**config.mk**
```make
export PLATFORM = sky130hd
export DESIGN_NAME = utf8_to_ucs2_decoder
export DESIGN_NICKNAME = d
export VERILOG_FILES = /design/src/rtl/utf8d_pkg.sv /design/src/rtl/utf8d_front.sv /design/src/rtl/utf8d_queue.sv /design/src/rtl/utf8d_back.sv /design/src/rtl/utf8_to_ucs2_decoder.sv
export SDC_FILE = /design/constraint.sdc
export NUM_CORES = 1
export LEC_CHECK = 0
export BUFFER_PORTS_ARGS = -buffer_cell sky130_fd_sc_hd__clkbuf_2
export CAP_MARGIN = 20
export CORE_MARGIN = 2
export CORE_UTILIZATION = 39
export DETAILED_ROUTE_END_ITERATION = 8
export PLACE_DENSITY = 0.63
export SETUP_SLACK_MARGIN = 0.02
export SYNTH_ARGS = -nofsm -noshare
export SYNTH_HDL_FRONTEND = slang
export SYNTH_SLANG_ARGS = --single-unit
```
**constraint.sdc**
```tcl
create_clock -name clk -period 2.03 [get_ports clk]
set_input_delay 0.406 -clock clk [delete_from_list [all_inputs] [get_ports clk]]
set_output_delay 0.406 -clock clk [all_outputs]
set_load 0.01 [all_outputs]
```
**src/rtl/utf8d_pkg.sv**
```systemverilog
// Shared types and constants for the UTF-8 to UCS-2 decoder.
`timescale 1ns / 1ps

package utf8d_pkg;

	// Byte classes decided by the front end
	typedef enum logic [2:0] {
		CL_END   = 3'd0,	// zero terminator
		CL_ASCII = 3'd1,	// 0x01..0x7F
		CL_LEAD2 = 3'd2,	// 0xC0..0xDF
		CL_LEAD3 = 3'd3,	// 0xE0..0xEF
		CL_CONT  = 3'd4,	// 0x80..0xBF
		CL_STRAY = 3'd5		// 0xF0..0xFF
	} byte_class_t;

	// Held-byte counts
	localparam logic [1:0] HELD_NONE   = 2'd0;
	localparam logic [1:0] HELD_LEAD   = 2'd1;
	localparam logic [1:0] HELD_SECOND = 2'd2;

	localparam logic [7:0] MASK_C0   = 8'hC0;
	localparam logic [7:0] MASK_E0   = 8'hE0;
	localparam logic [7:0] MASK_F0   = 8'hF0;
	localparam logic [7:0] PAT_CONT  = 8'h80;
	localparam logic [7:0] PAT_LEAD2 = 8'hC0;
	localparam logic [7:0] PAT_LEAD3 = 8'hE0;

	// One classified request as it sits in the queue
	typedef struct packed {
		byte_class_t cls;
		logic [7:0]  data;
	} item_t;

endpackage

```
**src/rtl/utf8d_front.sv**
```systemverilog
// Front end: classifies each incoming byte.
`timescale 1ns / 1ps

module utf8d_front
	import utf8d_pkg::*;
(
	input  logic [7:0] data_byte,
	output item_t      item
);

	byte_class_t cls;

	always_comb begin
		if (data_byte == 8'h00) begin
			cls = CL_END;
		end else if (data_byte[7] == 1'b0) begin
			cls = CL_ASCII;
		end else if ((data_byte & MASK_C0) == PAT_CONT) begin
			cls = CL_CONT;
		end else if ((data_byte & MASK_E0) == PAT_LEAD2) begin
			cls = CL_LEAD2;
		end else if ((data_byte & MASK_F0) == PAT_LEAD3) begin
			cls = CL_LEAD3;
		end else begin
			cls = CL_STRAY;
		end
	end

	assign item.cls  = cls;
	assign item.data = data_byte;

endmodule

```
**src/rtl/utf8d_queue.sv**
```systemverilog
// Short request queue between front end and back end.
`timescale 1ns / 1ps

module utf8d_queue
	import utf8d_pkg::*;
#(
	parameter int DEPTH = 2
) (
	input  logic  clk,
	input  logic  arst_n,
	input  logic  push,
	input  item_t push_item,
	output logic  full,
	input  logic  pop,
	output logic  not_empty,
	output item_t head
);

	localparam int PW = $clog2(DEPTH);
	localparam int CW = $clog2(DEPTH + 1);

	item_t          mem_q [DEPTH];
	logic [PW-1:0]  wr_ptr_q;
	logic [PW-1:0]  rd_ptr_q;
	logic [CW-1:0]  count_q;

	function automatic logic [PW-1:0] next_ptr(input logic [PW-1:0] p);
		if (p == PW'(DEPTH - 1)) begin
			return '0;
		end
		return p + PW'(1);
	endfunction

	assign full      = (count_q == CW'(DEPTH));
	assign not_empty = (count_q != '0);
	assign head      = mem_q[rd_ptr_q];

	always_ff @(posedge clk) begin
		if (push) begin
			mem_q[wr_ptr_q] <= push_item;
		end
	end

	always_ff @(posedge clk or negedge arst_n) begin
		if (!arst_n) begin
			wr_ptr_q <= '0;
			rd_ptr_q <= '0;
			count_q  <= '0;
		end else begin
			if (push) begin
				wr_ptr_q <= next_ptr(wr_ptr_q);
			end
			if (pop) begin
				rd_ptr_q <= next_ptr(rd_ptr_q);
			end
			if (push && !pop) begin
				count_q <= count_q + CW'(1);
			end else if (pop && !push) begin
				count_q <= count_q - CW'(1);
			end
		end
	end

endmodule

```
**src/rtl/utf8d_back.sv**
```systemverilog
// Back end: held-byte sequencing, character assembly and output register.
`timescale 1ns / 1ps

module utf8d_back
	import utf8d_pkg::*;
(
	input  logic        clk,
	input  logic        arst_n,
	input  logic        q_not_empty,
	input  item_t       q_head,
	output logic        q_pop,
	output logic        out_valid,
	input  logic        out_stall,
	output logic [15:0] code_point,
	output logic        char_valid,
	output logic        string_end
);

	logic [7:0]  held_lead_q;
	logic [7:0]  held_second_q;
	logic [1:0]  held_count_q;
	logic        out_valid_q;
	logic [15:0] code_point_q;
	logic        char_valid_q;
	logic        string_end_q;

	logic [7:0]  lead_d;
	logic [7:0]  second_d;
	logic [1:0]  count_d;
	logic [15:0] cp_d;
	logic        valid_d;
	logic        end_d;
	logic [7:0]  b;

	assign q_pop = q_not_empty && (!out_valid_q || !out_stall);
	assign b     = q_head.data;

	always_comb begin
		lead_d   = held_lead_q;
		second_d = held_second_q;
		count_d  = held_count_q;
		cp_d     = '0;
		valid_d  = 1'b0;
		end_d    = 1'b0;
		if (q_head.cls == CL_END) begin
			end_d    = 1'b1;
			lead_d   = '0;
			second_d = '0;
			count_d  = HELD_NONE;
		end else if (held_count_q == HELD_LEAD && q_head.cls == CL_CONT) begin
			if ((held_lead_q & MASK_E0) == PAT_LEAD2) begin
				cp_d     = {5'd0, held_lead_q[4:0], b[5:0]};
				valid_d  = 1'b1;
				lead_d   = '0;
				second_d = '0;
				count_d  = HELD_NONE;
			end else begin
				second_d = b;
				count_d  = HELD_SECOND;
			end
		end else if (held_count_q == HELD_SECOND && q_head.cls == CL_CONT) begin
			cp_d     = {held_lead_q[3:0], held_second_q[5:0], b[5:0]};
			valid_d  = 1'b1;
			lead_d   = '0;
			second_d = '0;
			count_d  = HELD_NONE;
		end else begin
			// fresh start: anything held is dropped
			lead_d   = '0;
			second_d = '0;
			count_d  = HELD_NONE;
			case (q_head.cls)
				CL_ASCII: begin
					cp_d    = {8'd0, b};
					valid_d = 1'b1;
				end
				CL_LEAD2, CL_LEAD3: begin
					lead_d  = b;
					count_d = HELD_LEAD;
				end
				default: begin
				end
			endcase
		end
	end

	always_ff @(posedge clk or negedge arst_n) begin
		if (!arst_n) begin
			held_lead_q   <= '0;
			held_second_q <= '0;
			held_count_q  <= HELD_NONE;
			out_valid_q   <= 1'b0;
		end else begin
			if (q_pop) begin
				held_lead_q   <= lead_d;
				held_second_q <= second_d;
				held_count_q  <= count_d;
				out_valid_q   <= 1'b1;
			end else if (!out_stall) begin
				out_valid_q <= 1'b0;
			end
		end
	end

	always_ff @(posedge clk) begin
		if (q_pop) begin
			code_point_q <= cp_d;
			char_valid_q <= valid_d;
			string_end_q <= end_d;
		end
	end

	assign out_valid  = out_valid_q;
	assign code_point = code_point_q;
	assign char_valid = char_valid_q;
	assign string_end = string_end_q;

endmodule

```
**src/rtl/utf8_to_ucs2_decoder.sv**
```systemverilog
// Top level of the UTF-8 to UCS-2 decoder.
`timescale 1ns / 1ps
//
//  Channel | Direction | Handshake          | Payload
//  --------+-----------+--------------------+----------------------------------
//  in      | request   | in_valid/in_stall  | data_byte[7:0]
//  out     | result    | out_valid/out_stall| code_point[15:0], char_valid,
//          |           |                    | string_end
//
//  One request per cycle sustained while out_stall stays low, one result for every request.
//  A result is shown in the cycle after its request leaves the queue; with
//  an empty queue it passes the queue storage and then the output register.
//  in_stall rises only when the queue holds QUEUE_DEPTH requests, so a
//  stalled output keeps taking requests until the queue fills.
//  arst_n clears the held bytes, the queue and the output valid; no
//  clearing pass is needed after reset.
//
//  Front end classifies each byte (terminator, ASCII, lead, continuation,
//  stray) and writes it into the queue; the back end holds partial
//  sequences, assembles characters and owns the output register.

module utf8_to_ucs2_decoder
	import utf8d_pkg::*;
#(
	parameter int QUEUE_DEPTH = 2	// two or more
) (
	input  logic        clk,
	input  logic        arst_n,
	input  logic        in_valid,
	output logic        in_stall,
	input  logic [7:0]  data_byte,
	output logic        out_valid,
	input  logic        out_stall,
	output logic [15:0] code_point,
	output logic        char_valid,
	output logic        string_end
);

	item_t front_item;
	item_t q_head;
	logic  q_full;
	logic  q_not_empty;
	logic  q_pop;
	logic  q_push;

	// request accepted straight into the queue
	assign q_push   = in_valid && !q_full;
	assign in_stall = q_full;

	utf8d_front u_front (
		.data_byte (data_byte),
		.item      (front_item)
	);

	utf8d_queue #(
		.DEPTH (QUEUE_DEPTH)
	) u_queue (
		.clk       (clk),
		.arst_n    (arst_n),
		.push      (q_push),
		.push_item (front_item),
		.full      (q_full),
		.pop       (q_pop),
		.not_empty (q_not_empty),
		.head      (q_head)
	);

	utf8d_back u_back (
		.clk         (clk),
		.arst_n      (arst_n),
		.q_not_empty (q_not_empty),
		.q_head      (q_head),
		.q_pop       (q_pop),
		.out_valid   (out_valid),
		.out_stall   (out_stall),
		.code_point  (code_point),
		.char_valid  (char_valid),
		.string_end  (string_end)
	);

endmodule

```
==> impl_metrics.tcl, run 1 <==
set metrics [dict create \
    final_max_slew_viol_count 0 \
    synth_cell_types 45 \
    path_class "flop to flop" \
    rsz0062_at_grt "no" \
    coreArea_um2 6422 \
    synth_area_per_cell_um2 13.75 \
    clk_pin_slew_ns 0.07 \
    diodes 0 \
    synth_ff_type "edfxtp_1" \
    synth_nets 204 \
    cts_buffers 9 \
    finalSetupTns_ns 0 \
    antenna_found_initial 0 \
    seqCellArea_um2 1727 \
    ys_warn_count 0 \
    drive_gt1_share_pct 25.42 \
    yosysTopAreaCellShare_pct 45.74 \
    cts_root_buf "clkbuf_8" \
    numClockSinks 61 \
    critPathLaunchType "flop" \
    holdBufCountCts 0 \
    synthesis.area_um2 2626 \
    initial_core_util_pct 40.89 \
    synth-seq-cells 61 \
    drv_cap 0 \
    cp_data_arrival_time_ns 1.88 \
    fin_crit_ns 1.819 \
    place_inst 301 \
    power_density_nw_per_um2 1403 \
    n_fill_cell 572 \
    clock_path_buffers 2 \
    fin_util_pct 48.14 \
    htreeDepth 3 \
    vias 1727 \
    reg2reg_depth 4 \
    setup-violations-final 0 \
    drtIter0Drc 181 \
    yosys.area.top_type "edfxtp_1" \
    wl_per_cell_um 16.18 \
    regToRegSetupSlack_ns 0.21 \
    async_reset_ff_share_pct 34.43 \
    p_sw_mw 1.484 \
    intPower_mw 2.854 \
    crit_required_ns 2.09 \
    finalPower_mw 4.338 \
    cp-startpoint "u_queue.rd_ptr_q" \
    ant_nets 0 \
    drc_errors 0 \
    io_buffers 31 \
    ir_drop_mv 0.4739 \
    worst_pin_slew_ns 0.6906 \
    r2r-end "u_back.code_point[1]" \
    slew_headroom_pct 53.79 \
    timing.rr.start "u_queue.rd_ptr_q" \
    fin_nets 248 \
    final_hold_viol_count 0 \
    std_cell_rows 29 \
    post_cts_buffers 0 \
    synth_seq_area_share_pct 65.75 \
    die_x_um 86.06 \
    post_drt_via_cell_ratio 5.448 \
    period_share_pct 89.63 \
    dp_hpwl_um 3519 \
    die-height_um 86.06 \
    min_path_type "input pin to asynchronous set/reset pin" \
    dr.pass1.iters 4 \
    gr-total-overflow 0 \
    gp_congestion 0.8572 \
    cts_tree "built" \
    seq_power_share_pct 46.5 \
    grt_pass1_vias 1565 \
    cp-endpoint "u_back.code_point[1]" \
    final_cells 317 \
    p_clk_share_pct 23.5 \
    multi_input_area_um2 837.1 \
    timing.fmax_mhz 549.6 \
    pin_count 32 \
    power_leakage_nw 1.267 \
    critPathCaptureType "flop" \
    grt_first_pass_wirelength_um 8100 \
    synth_area_leaders "edfxtp_1 (46%), dfrtp_1 (20%), nand2_1 (3.0%), mux2i_1 (2.7%), o221ai_1 (2.3%)" \
    whs_ns 0.04099 \
    cts_resized 0 \
    status "complete, no violations" \
    grt_use_total_pct 15.02 \
    switching_share_pct 34.22 \
    clock_latency_ns 0.34 \
    fin_worst_skew_ns 0.005804 \
    combPwrFrac_pct 30.0 \
    layout-area-overhead-vs-synth_pct 17.72 \
    drt_wl_total_um 5128 \
    worst-path-max-fanout 11 \
    synth_edf_count 40 \
    design.die.area_um2 7406 \
    synth_cells 191 \
    grt_start_max_net_pins 25 \
]
-- metrics by stage --
stage               worst slack [ns]  instance area [um^2]
floorplan                     0.3266                  2626
finish                        0.2106                  3092
global route                 0.08024                  3092
CTS                           0.2264                  3092
detailed placement            0.2323                  2909
global placement              0.2572                  2909
-- area by class of cell --
cell class / count / area share (%)
multi-input cells: 118 / 27.07
clock inverters: 5 / 1.659
clock buffers: 11 / 4.249
repair buffers: 42 / 7.689
well taps: 77 / 3.116
inverters: 3 / 0.3642
flip-flops and latches: 61 / 55.85
-- per-layer routing --
layer	part of all wire (%)	vias up	GRT usage, %
met5	0	-	0
met4	1.4	0	6.494
met3	6.5	5	4.909
met2	47	58	21.85
met1	45	826	20.56
li1	-	838	-
-- worst max-delay path: stages, from the launching register on --
cell,delay (ns)
dfrtp_1,0.51
buf_4,0.28
mux2i_1,0.53
a21o_1,0.14
o22ai_1,0.08
-- Yosys cell counts (2+ instances only) --
| master | n |
|---|---|
| a21o_1 | 7 |
| a21oi_1 | 2 |
| a32o_1 | 3 |
| and3_1 | 6 |
| and3b_1 | 2 |
| buf_2 | 2 |
| buf_6 | 2 |
| clkbuf_1 | 5 |
| dfrtp_1 | 21 |
| edfxtp_1 | 40 |
| inv_1 | 3 |
| mux2i_1 | 7 |
| nand2_1 | 21 |
| nand3_1 | 8 |
| nor2_1 | 4 |
| nor2b_1 | 3 |
| nor3_1 | 2 |
| nor4_1 | 2 |
| o211ai_1 | 3 |
| o21ai_0 | 3 |
| o221ai_1 | 7 |
| o22ai_1 | 7 |
| o31ai_1 | 6 |
| xnor2_1 | 3 |
| xor2_1 | 2 |
-- power by group through the flow --
stage	Combinational (mW)	Sequential, mW	Clock [mW]
floorplan	0.818	2.04	0
global placement	1.30	2.03	0
detailed placement	1.32	2.04	0
CTS	1.32	2.02	1.04
global route	1.44	2.06	1.10
finish	1.30	2.02	1.02
-- placed cells by master, fill, tap and decap left out, drive strengths merged, types with 3 or more instances in the layout --
cell type and count:
nand3 8, a32o 3, buf 11, o221ai 7
o21ai 4, clkbuf 42, nand2 22, mux2i 7
inv 3, and3 6, o211ai 4, o31ai 6
xnor2 3, nor2 4, clkinv 3, dfrtp 21
o22ai 7, a21o 7, nor2b 3, edfxtp 40
-- worst min-delay path by stage --
stage          slack, ns                       to  depth (start not counted)   start
2_1_floorplan       0.11   u_back.held_count_q[0]                          0  arst_n
3_3_place_gp        0.42  u_back.held_second_q[2]                          1  arst_n
3_5_place_dp        0.42  u_back.held_second_q[1]                          1  arst_n
4_1_cts             0.06  u_back.held_second_q[2]                          1  arst_n
5_1_grt             0.07  u_back.held_second_q[2]                          1  arst_n
6_report            0.04  u_back.held_second_q[2]                          1  arst_n
-- logic make-up after synthesis --
group / Yosys count / synth area share, %
xor+xnor: 5 / 1.668
buf+inv: 12 / 2.382
fa+ha+maj: 1 / 0.4763
simple gates: 58 / 13.05
flops: 61 / 65.75
compound gates: 46 / 13.58
mux: 8 / 3.097
-- flip-flops by register name, indices dropped and copies added (netlist names) --
register,count
u_queue.rd_ptr_q,1
u_queue.wr_ptr_q,1
u_queue.count_q,2
u_back.held_lead_q,8
u_back.held_second_q,6
u_back.string_end,1
u_queue.mem_q,22
u_back.code_point,16
u_back.held_count_q,2
u_back.out_valid,1
u_back.char_valid,1
Note: power is estimated with default switching activity, not from simulation.
==> run 2, diff against run 1 <==
GPL_TIMING_DRIVEN = 0   (was not set)
==> run 2 against run 1 <==
Flip-flop and latch count is the same. Worst setup slack lost 0.019 ns. Clock-buffer cell count is the same.
==> impl_metrics.tcl, run 2 (synthesis results as in run 1) <==
set metrics [dict create \
    fin_nets 247 \
    final_cell_mix "edfxtp_1 (40), clkbuf_2 (31), nand2_1 (21), dfrtp_1 (21), clkbuf_8 (9)" \
    fin_crit_ns 1.839 \
    coreArea_um2 6422 \
    drive_gt1_share_pct 24.27 \
    timing.fmax_mhz 543.9 \
    grt_start_max_net_pins 22 \
    path_cells "buf_6 > buf_2 > mux2i_1 > a21o_1 > o22ai_1" \
    cp_data_arrival_time_ns 1.89 \
    grt_pass1_vias 1658 \
    place_ws_ns -0.1993 \
    finalInstanceArea_um2 3088 \
    die-height_um 86.06 \
    finalSetupTns_ns 0 \
    path_class "flop to flop" \
    final_hold_viol_count 0 \
    clock_latency_ns 0.33 \
    clk_pin_slew_ns 0.07 \
    gp_congestion 0.8345 \
    dr.pass1.iters 4 \
    status "complete, no violations" \
    ir_drop_mv 0.4546 \
    slew_headroom_pct 57.77 \
    cp_slowest_stage_delay_ns 0.59 \
    design.die.area_um2 7406 \
    min_path_type "input pin to asynchronous set/reset pin" \
    crit_buf_inv 2 \
    cts_buffers 9 \
    gr-total-overflow 0 \
    ant_nets 0 \
    dp_hpwl_um 3442 \
    grt_first_pass_wirelength_um 8424 \
    post_drt_via_cell_ratio 5.497 \
    grt.busiest_layer "met2" \
    crit_required_ns 2.08 \
    setup-violations-final 0 \
    holdBufCountCts 0 \
    cts_tree "built" \
    worst-path-max-fanout 10 \
    layout_commonest_cell "edfxtp_1" \
    htreeDepth 3 \
    timing.final.ws_setup_ns 0.1914 \
    antenna_found_initial 0 \
    critPathCaptureType "flop" \
    numClockSinks 61 \
    gr-usage-met2_pct 22.76 \
    drv_cap 0 \
    layout-area-overhead-vs-synth_pct 17.58 \
    grt_util_met1_pct 20.19 \
    whs_ns 0.04403 \
    critPathLaunchType "flop" \
    cts_root_buf "clkbuf_8" \
    clock_path_buffers 2 \
    wl_per_cell_um 16.06 \
    gr-usage-met3_pct 4.042 \
    period_share_pct 90.57 \
    pin_count 32 \
    cp_top_family "multiplexers" \
    drc_errors 0 \
    worst_pin_slew_ns 0.6159 \
    largest_register_ffs 22 \
    cp_slowest_cell "mux2i_1" \
    initial_core_util_pct 40.89 \
    power_density_nw_per_um2 1399 \
    regToRegSetupSlack_ns 0.19 \
    power_leakage_nw 1.236 \
    std_cell_rows 29 \
    dpl_cell_area_um2 2878 \
    finalPower_mw 4.319 \
    drt_wl_total_um 5075 \
    largest_register "u_queue.mem_q" \
    die_x_um 86.06 \
    vias 1737 \
    rsz0062_at_grt "no" \
    drtIter0Drc 116 \
    grt_use_total_pct 15.34 \
    final_max_slew_viol_count 0 \
    io_buffers 31 \
    fin_worst_skew_ns 0.006075 \
    diodes 0 \
]
## run 2: cell count changes in the layout (fill, tap and decap cells not counted), moves of 2 or more
cell / delta
clkbuf_1: +5
buf_2: +2
buf_4: -11
buf_6: +2
## run 2: worst register-to-register path, cell delays in order, from the launching register on
cell	delay, ns
dfrtp_1	0.34
buf_6	0.14
buf_2	0.28
mux2i_1	0.59
a21o_1	0.14
o22ai_1	0.07
## run 2: report_power, final
| part | internal [mW] | switching [mW] |
|---|---|---|
| Combinational | 0.476 | 0.853 |
| Sequential | 1.78 | 0.205 |
| Clock | 0.559 | 0.441 |
| Total | 2.82 | 1.50 |
## run 2: routing by layer
layer	part of all wire, %	wire length [um]
met1	45	2280
met2	47	2394
met3	5.2	263
met4	2.7	136
met5	0	0
## run 2: area by class of cell
cell class | count | area, um^2
fillers | 577 | 3334
flip-flops and latches | 61 | 1727
multi-input cells | 118 | 855.8
repair buffers | 31 | 155.1
clock buffers | 11 | 131.4
well taps | 77 | 96.34
clock inverters | 5 | 51.30
plain buffers | 9 | 51.30
inverters | 3 | 15.01
repair inverters | 1 | 5.005
## run 2: worst paths after layout
path / from / end / cells after the start
max: u_queue.rd_ptr_q / u_back.code_point[4] / 5
min: arst_n / u_back.held_lead_q[3] / 1
max reg2reg: u_queue.rd_ptr_q / u_back.code_point[4] / 5
min reg2reg: u_back.held_second_q[5] / u_back.held_second_q[5] / 2
max in group asynchronous: arst_n / u_back.held_second_q[4] / 1
min in group clk: data_byte[1] / u_queue.mem_q[0][1] / 1
## run 2: repair_timing
| item | CTS | global route |
|---|---|---|
| setup buffers | 0 | 0 |
| gates resized for setup | 3 | 1 |
| cloned | 1 | 0 |
| setup endpoints to repair | 19 | 21 |
| hold endpoints to repair | 0 | 0 |
## run 2: metrics by stage
step	instances	util (%)
4_1_cts	316	47.89
6_report	316	48.08
5_1_grt	316	48.08
2_1_floorplan	191	-
3_5_place_dp	299	44.81
3_3_place_gp	299	44.81
